===== src/rtl/rkes_ram.sv =====
// ----------------------------------------------------------------------------
// rkes_ram
// Generic single-write, single-read RAM with registered read data.
// ----------------------------------------------------------------------------
`default_nettype none

module rkes_ram #(
    parameter int WIDTH = 16,
    parameter int DEPTH = 16
) (
    input  wire logic                      i_clk,
    input  wire logic                      i_wr_en,
    input  wire logic [$clog2(DEPTH)-1:0]  i_wr_addr,
    input  wire logic [WIDTH-1:0]          i_wr_data,
    input  wire logic                      i_rd_en,
    input  wire logic [$clog2(DEPTH)-1:0]  i_rd_addr,
    output logic      [WIDTH-1:0]          o_rd_data
);

    logic [WIDTH-1:0] r_mem [DEPTH];

    always_ff @(posedge i_clk) begin
        if (i_wr_en) begin
            r_mem[i_wr_addr] <= i_wr_data;
        end
        if (i_rd_en) begin
            o_rd_data <= r_mem[i_rd_addr];
        end
    end

endmodule

`default_nettype wire


===== config.mk =====
export PLATFORM = sky130hd
export DESIGN_NAME = rkes_ram
export DESIGN_NICKNAME = d
export VERILOG_FILES = /design/src/rtl/rkes_ram.sv
export SDC_FILE = /design/constraint.sdc
export NUM_CORES = 1
export LEC_CHECK = 0
export BUFFER_PORTS_ARGS = -buffer_cell sky130_fd_sc_hd__buf_2
export CELL_PAD_IN_SITES_DETAIL_PLACEMENT = 1
export CELL_PAD_IN_SITES_GLOBAL_PLACEMENT = 2
export CORE_AREA = 2 2 146 148
export CTS_BUF_LIST = sky130_fd_sc_hd__clkbuf_2 sky130_fd_sc_hd__clkbuf_4 sky130_fd_sc_hd__clkbuf_8
export DETAILED_ROUTE_END_ITERATION = 7
export DIE_AREA = 0 0 148 150
export PLACE_DENSITY = 0.79
export SLEW_MARGIN = 40
export SYNTH_ARGS = -nofsm -noshare
export SYNTH_HDL_FRONTEND = slang
export SYNTH_SLANG_ARGS = --single-unit

===== constraint.sdc =====
create_clock -name i_clk -period 3.1 [get_ports i_clk]
set_input_delay 0.62 -clock i_clk [delete_from_list [all_inputs] [get_ports i_clk]]
set_output_delay 0.62 -clock i_clk [all_outputs]
set_load 0.05 [all_outputs]

==> results by group, run 1 <==
Clock tree
  • Root cell of the clock tree: sky130_fd_sc_hd__clkbuf_8
  • Post-CTS clock slew at the launch and capture registers of the worst setup and hold paths: 0.06 ns
  • # H-tree levels: 2
  • Post-CTS Resized: 0
  • CTS tree: built
  • # Post-CTS Setup Buffers: 0
  • Clk Latency, worst-skew pair: 0.52 ns
  • Sinks on the clock net: 272
  • Total clock buffers created by CTS: 42
  • Maximum clock insertion buffer count: 3
  • Hold bufs inserted after CTS: 0

Yosys
  • Largest cells by area after synthesis: sky130_fd_sc_hd__edfxtp_1, sky130_fd_sc_hd__mux4_2, sky130_fd_sc_hd__mux4_1
  • Compound-gate portion of the synthesized area: 2.35%
  • Synthesized net count: 459
  • Gate count after technology mapping: 432
  • Combinational family with the most area after synthesis: multiplexers
  • Post-Synth Simple-Gate Area: 1.89%
  • Synth area leader: sky130_fd_sc_hd__edfxtp_1
  • Cell variety after synth: 18
  • Mapped Area: 10,200 sq um
  • Asr flop ratio synth: 0%
  • Multiplexer share of the synthesized area: 14.5%
  • Syn avg cell area: 23.6 sq um
  • Warnings, synthesis: 0
  • Synthesis-stage register bit count: 272
  • Primary FF master, synth: sky130_fd_sc_hd__edfxtp_1
  • Most used standard cells in the synthesized netlist: sky130_fd_sc_hd__edfxtp_1, sky130_fd_sc_hd__mux4_2, sky130_fd_sc_hd__a22oi_1
  • XOR/XNOR Fraction of Synth Area: 0%
  • Most common cell in the synthesized netlist: sky130_fd_sc_hd__edfxtp_1
  • Synth Area in Adders: 0%
  • Count of flip-flops with a built-in enable after synthesis: 272
  • Area share of the largest cell type after synthesis: 80.0%
  • Register area share after synthesis: 80.0%

Drt
  • Total via count after detailed routing: 4,838
  • Via-to-Cell Ratio: 5.85
  • Sum of routed wire length over all layers: 22,900 um
  • Drt first pass iters: 5
  • Remaining DRCs: 0
  • 1st-iter DRT viols: 331
  • Average detailed-routed wire length per instance: 27.6 um
  • Remaining antenna violation count: 0

Worst setup path
  • Reg-to-reg slack, setup: 1.65 ns
  • Reg-to-Reg End: o_rd_data[4]
  • Largest fanout on the critical path: 19
  • Capturing element of the worst setup path: o_rd_data[11]
  • Path type of the worst setup path: primary input to flop
  • CP Launch Type: primary input
  • Crit end category: flop
  • Data arrival, critical path: 2.17 ns
  • Worst setup startpoint: i_rd_addr[0]
  • Launching point of the worst reg2reg path: r_mem[0][4]
  • Worst r2r path cells: 3
  • Worst path required time: 3.37 ns

Pwr
  • Relative contribution of the clock network to total power: 38.8%
  • Part of the power in registers: 55.5%
  • Share of total power in combinational logic: 5.7%
  • Proportion of total power due to net switching: 21.1%
  • Power per cell area: 640 nW/um^2
  • Static leakage power: 3.85 nW
  • Worst-case vdd ir drop: 0.247 mV
  • Internal power: 5.93 mW
  • Switching component of the power: 1.59 mW

STA
  • Worst slew margin relative to its limit: 61.6%
  • Final TNS setup: 0 ns
  • Setup repair after global routing missed its margin: false
  • Worst clock skew: 0.0151 ns
  • Highest attainable clock frequency: 526 MHz
  • Number of setup violations in the final report: 0
  • Crit share post-route: 61.3%
  • Final critical-path required period: 1.90 ns
  • Hold slack final: 0.470 ns
  • Hold violation total from the final report: 0
  • Actual slew at the worst max-slew pin: 0.576 ns
  • Max-slew violation count: 0
  • Worst Slack Setup Final: 1.20 ns

Finish
  • Ant diodes: 0
  • Fillers: 1,823
  • Non-filler cells, final: 827
  • Net count reported at finish: 550
  • Layout Area Growth over Synthesis: 15.1%
  • Share of final-layout standard cells stronger than drive strength 1: 37.1%
  • Final Core Density: 56.7%

Place
  • Number of buffers added on ports: 42
  • Total half-perimeter wirelength after legalization and detailed placement: 12,400 um
  • Placed cell count: 754
  • Routability congestion estimate: 0.722
  • Worst setup timing slack at the placement stage: 0.634 ns

Floorplan
  • Standard-cell row count: 53
  • Total die area: 22,200 sq um
  • Initial Utilization: 49.3%
  • Core region area: 20,700 sq um
  • Number of I/O pins: 43
  • Die extent in x: 148 um
  • Die extent in y: 150 um

GRT
  • Pin count of the biggest net entering global routing: 41
  • Gr usage total: 21.7%
  • Via count of the first global-routing pass: 5,490
  • Antenna violations before repair: 0
  • Global-route congestion overflow total: 0
  • Wire length of the first global-routing pass: 34,400 um

Run status
  • Outcome: complete, no violations

Job
  • Max cap viols: 0

Worst hold path
  • Kind of path behind the tightest hold check: primary input to flop
[how the worst min path moves through the flow]
| stage | slack [ns] | cells after the start | endpoint | start |
|---|---|---|---|---|
| final | 0.47 | 1 | r_mem[14][13] | i_wr_data[13] |
| after global routing | 0.45 | 1 | r_mem[6][14] | i_wr_data[14] |
| after CTS | 0.44 | 1 | r_mem[14][13] | i_wr_data[13] |
| after detailed placement | 0.75 | 3 | o_rd_data[6] | r_mem[15][6] |
| after global placement | 0.73 | 3 | o_rd_data[7] | r_mem[15][7] |
| after floorplan | 0.71 | 3 | o_rd_data[0] | r_mem[14][0] |
[worst max-delay path: stages]
cell and delay, ns:
sky130_fd_sc_hd__buf_4 0.34, sky130_fd_sc_hd__buf_4 0.33, sky130_fd_sc_hd__mux4_1 0.58, sky130_fd_sc_hd__a22oi_1 0.21, sky130_fd_sc_hd__nand2_1 0.06
[through the flow]
stage | power, mW | area, sq um
floorplan | 4.50 | 10200
global placement | 4.66 | 10900
detailed placement | 4.68 | 10900
CTS | 7.60 | 11700
global route | 7.78 | 11700
finish | 7.52 | 11700
[logic make-up (layout without fill, tap and decap cells)]
family	count (synthesis)	in the layout
compound gates	32	32
buf+inv	21	141
flops	272	272
mux	64	64
simple gates	43	43
[flip-flops by register name, indices dropped and copies added (netlist names)]
register	cells
o_rd_data	16
r_mem	256
[power by group through the flow]
stage | registers [mW] | logic (mW) | clock network, mW
floorplan | 4.30 | 0.201 | 0
global placement | 4.24 | 0.416 | 0
detailed placement | 4.25 | 0.435 | 0
CTS | 4.17 | 0.435 | 2.99
global route | 4.18 | 0.459 | 3.15
finish | 4.17 | 0.427 | 2.92
[placed cells by master, fill, tap and decap left out, drive strengths merged]
cell type	instances
clkbuf	63
or3b	1
clkinv	9
nor2b	2
nand3b	2
nor3	4
nand2b	2
a22oi	32
nand3	1
nor2	13
buf	68
mux4	64
and2	1
nand2	17
bufinv	1
edfxtp	272
[layer usage]
layer	wire [um]	global-route usage, %	vias up
met5	0	0	-
met4	573	7.95	0
met3	1510	4.66	49
met2	11300	34.7	178
met1	9490	30.0	2571
li1	-	-	2040
[cell type report]
cell class,instances,area (sq um),area share (%)
Sequential cell,272,8170,69.6
Clock buffer,63,754,6.43
Tap cell,275,344,2.93
Multi-Input combinational cell,139,1960,16.7
Timing Repair Buffer,68,445,3.79
Clock inverter,10,66.3,0.565
Note: power is estimated with default switching activity, not from simulation.
==> run 2, diff against run 1 <==
Clock period 3.1 ns to 1.8 ns, I/O delays scaled along.
==> run 2 against run 1 <==
Effect of this change:
- register-to-register slack worse by 1.4 ns
- die area unchanged
- sequential share of layout area down 1.1 points
- first-iteration DRC count up 38%
- combinational power up 80%
- largest power group unchanged
- global-route usage down 0.70 points
- largest cell class unchanged
- setup slack worse by 0.99 ns
- count of clock-buffer cells in the layout down 6
- flip-flop and latch count unchanged
- clock skew up 0.0025 ns
==> results by group, run 2 (synthesis gave the netlist of run 1 again) <==
GRT
  • Antenna violations before repair: 0
  • Global-route congestion overflow total: 0
  • Gr usage total: 21.0%
  • Pin count of the biggest net entering global routing: 25
  • Wire length of the first global-routing pass: 33,400 um
  • Via count of the first global-routing pass: 5,319

Drt
  • Via-to-Cell Ratio: 5.78
  • Drt first pass iters: 4
  • 1st-iter DRT viols: 458
  • Remaining antenna violation count: 0
  • Remaining DRCs: 0
  • Total via count after detailed routing: 4,779
  • Sum of routed wire length over all layers: 22,500 um
  • Average detailed-routed wire length per instance: 27.2 um

Pwr
  • Worst-case vdd ir drop: 0.478 mV
  • Static leakage power: 3.88 nW
  • Power consumption: 12.7 mW
  • Power per cell area: 1060 nW/um^2

Finish
  • Top Registers: r_mem x256, o_rd_data x16
  • Fillers: 1,774
  • Area of the multi-input gates: 1970 sq um
  • Most frequent cells in the layout: sky130_fd_sc_hd__edfxtp_1, sky130_fd_sc_hd__mux4_2, sky130_fd_sc_hd__clkbuf_8
  • Most frequent standard cell in the layout excluding fill and tap cells: sky130_fd_sc_hd__edfxtp_1
  • Storage cell area: 8170 sq um
  • Flip-flop count of the largest register after layout: 256
  • Share of final-layout standard cells stronger than drive strength 1: 36.2%
  • Ant diodes: 0
  • Largest register by flop count: r_mem
  • Final Core Density: 57.7%
  • Non-filler cells, final: 827
  • Net count reported at finish: 553
  • Post-route cell area: 11,900 sq um
  • Layout Area Growth over Synthesis: 17.0%

Place
  • Worst setup timing slack at the placement stage: -0.165 ns
  • Placed cell count: 756
  • Total half-perimeter wirelength after legalization and detailed placement: 12,500 um
  • Instance area at placement: 11,200 sq um
  • Routability congestion estimate: 0.737
  • Number of buffers added on ports: 42

Worst setup path
  • Crit end category: output pin
  • Worst Path Buf+Inv: 1
  • Largest fanout on the critical path: 1
  • Worst path required time: 1.44 ns
  • Data arrival, critical path: 1.23 ns
  • Slowest Stage Delay on Critical Path: 0.41 ns
  • Path type of the worst setup path: flop to output pin
  • Cell chain of the critical path: buf_2
  • CP Launch Type: flop
  • Cell class contributing the biggest share of worst-path delay: flip-flops
  • CP max-delay cell: sky130_fd_sc_hd__edfxtp_1

Job
  • Max cap viols: 0

Clock tree
  • Hold bufs inserted after CTS: 0
  • Sinks on the clock net: 272
  • CTS tree: built
  • Clk Latency, worst-skew pair: 0.53 ns
  • Post-CTS clock slew at the launch and capture registers of the worst setup and hold paths: 0.06 ns
  • Root cell of the clock tree: sky130_fd_sc_hd__clkbuf_8
  • Maximum clock insertion buffer count: 3
  • # H-tree levels: 2
  • Total clock buffers created by CTS: 43
  • # Post-CTS Setup Buffers: 0
  • Post-CTS Resized: 0

Floorplan
  • Initial Utilization: 49.3%
  • Number of I/O pins: 43
  • Core region area: 20,700 sq um
  • Total die area: 22,200 sq um
  • Standard-cell row count: 53
  • Die extent in x: 148 um
  • Die extent in y: 150 um

Run status
  • Outcome: complete, no violations

STA
  • Highest attainable clock frequency: 630 MHz
  • Setup repair after global routing missed its margin: false
  • Hold slack final: 0.198 ns
  • Number of setup violations in the final report: 0
  • Final critical-path required period: 1.59 ns
  • Final TNS setup: 0 ns
  • Crit share post-route: 88.2%
  • Worst slew margin relative to its limit: 61.4%
  • Hold violation total from the final report: 0
  • Worst Slack Setup Final: 0.212 ns
  • Max-slew violation count: 0
  • Actual slew at the worst max-slew pin: 0.579 ns
  • Worst clock skew: 0.0176 ns

Worst hold path
  • Kind of path behind the tightest hold check: primary input to flop
[run 2: layout make-up]
class / count / area share, %
flip-flops and latches: 272 / 68.4
clock inverters: 14 / 0.461
clock buffers: 57 / 5.94
repair buffers: 70 / 5.74
multi-input cells: 139 / 16.5
well taps: 275 / 2.88
[run 2: report_power, final]
part / internal (mW) / switching, mW
logic: 0.289 / 0.481
clock network: 2.53 / 2.18
registers: 7.14 / 0.0426
total: 9.96 / 2.71
[run 2: layer usage]
metal	routed length, um	up-vias	global-route usage, %
met3	1710	26	4.02
met4	380	0	5.90
li1	-	2043	-
met2	11500	198	33.9
met1	8860	2512	29.8
met5	0	-	0
[run 2: worst paths after layout]
kind / from / to / slack [ns] / cells past startpoint
max: o_rd_data[8] / o_rd_data[8] / 0.21 / 1
max reg2reg: r_mem[3][9] / o_rd_data[9] / 0.27 / 3
min: i_wr_data[14] / r_mem[9][14] / 0.20 / 1
min reg2reg: r_mem[14][12] / o_rd_data[12] / 0.75 / 3
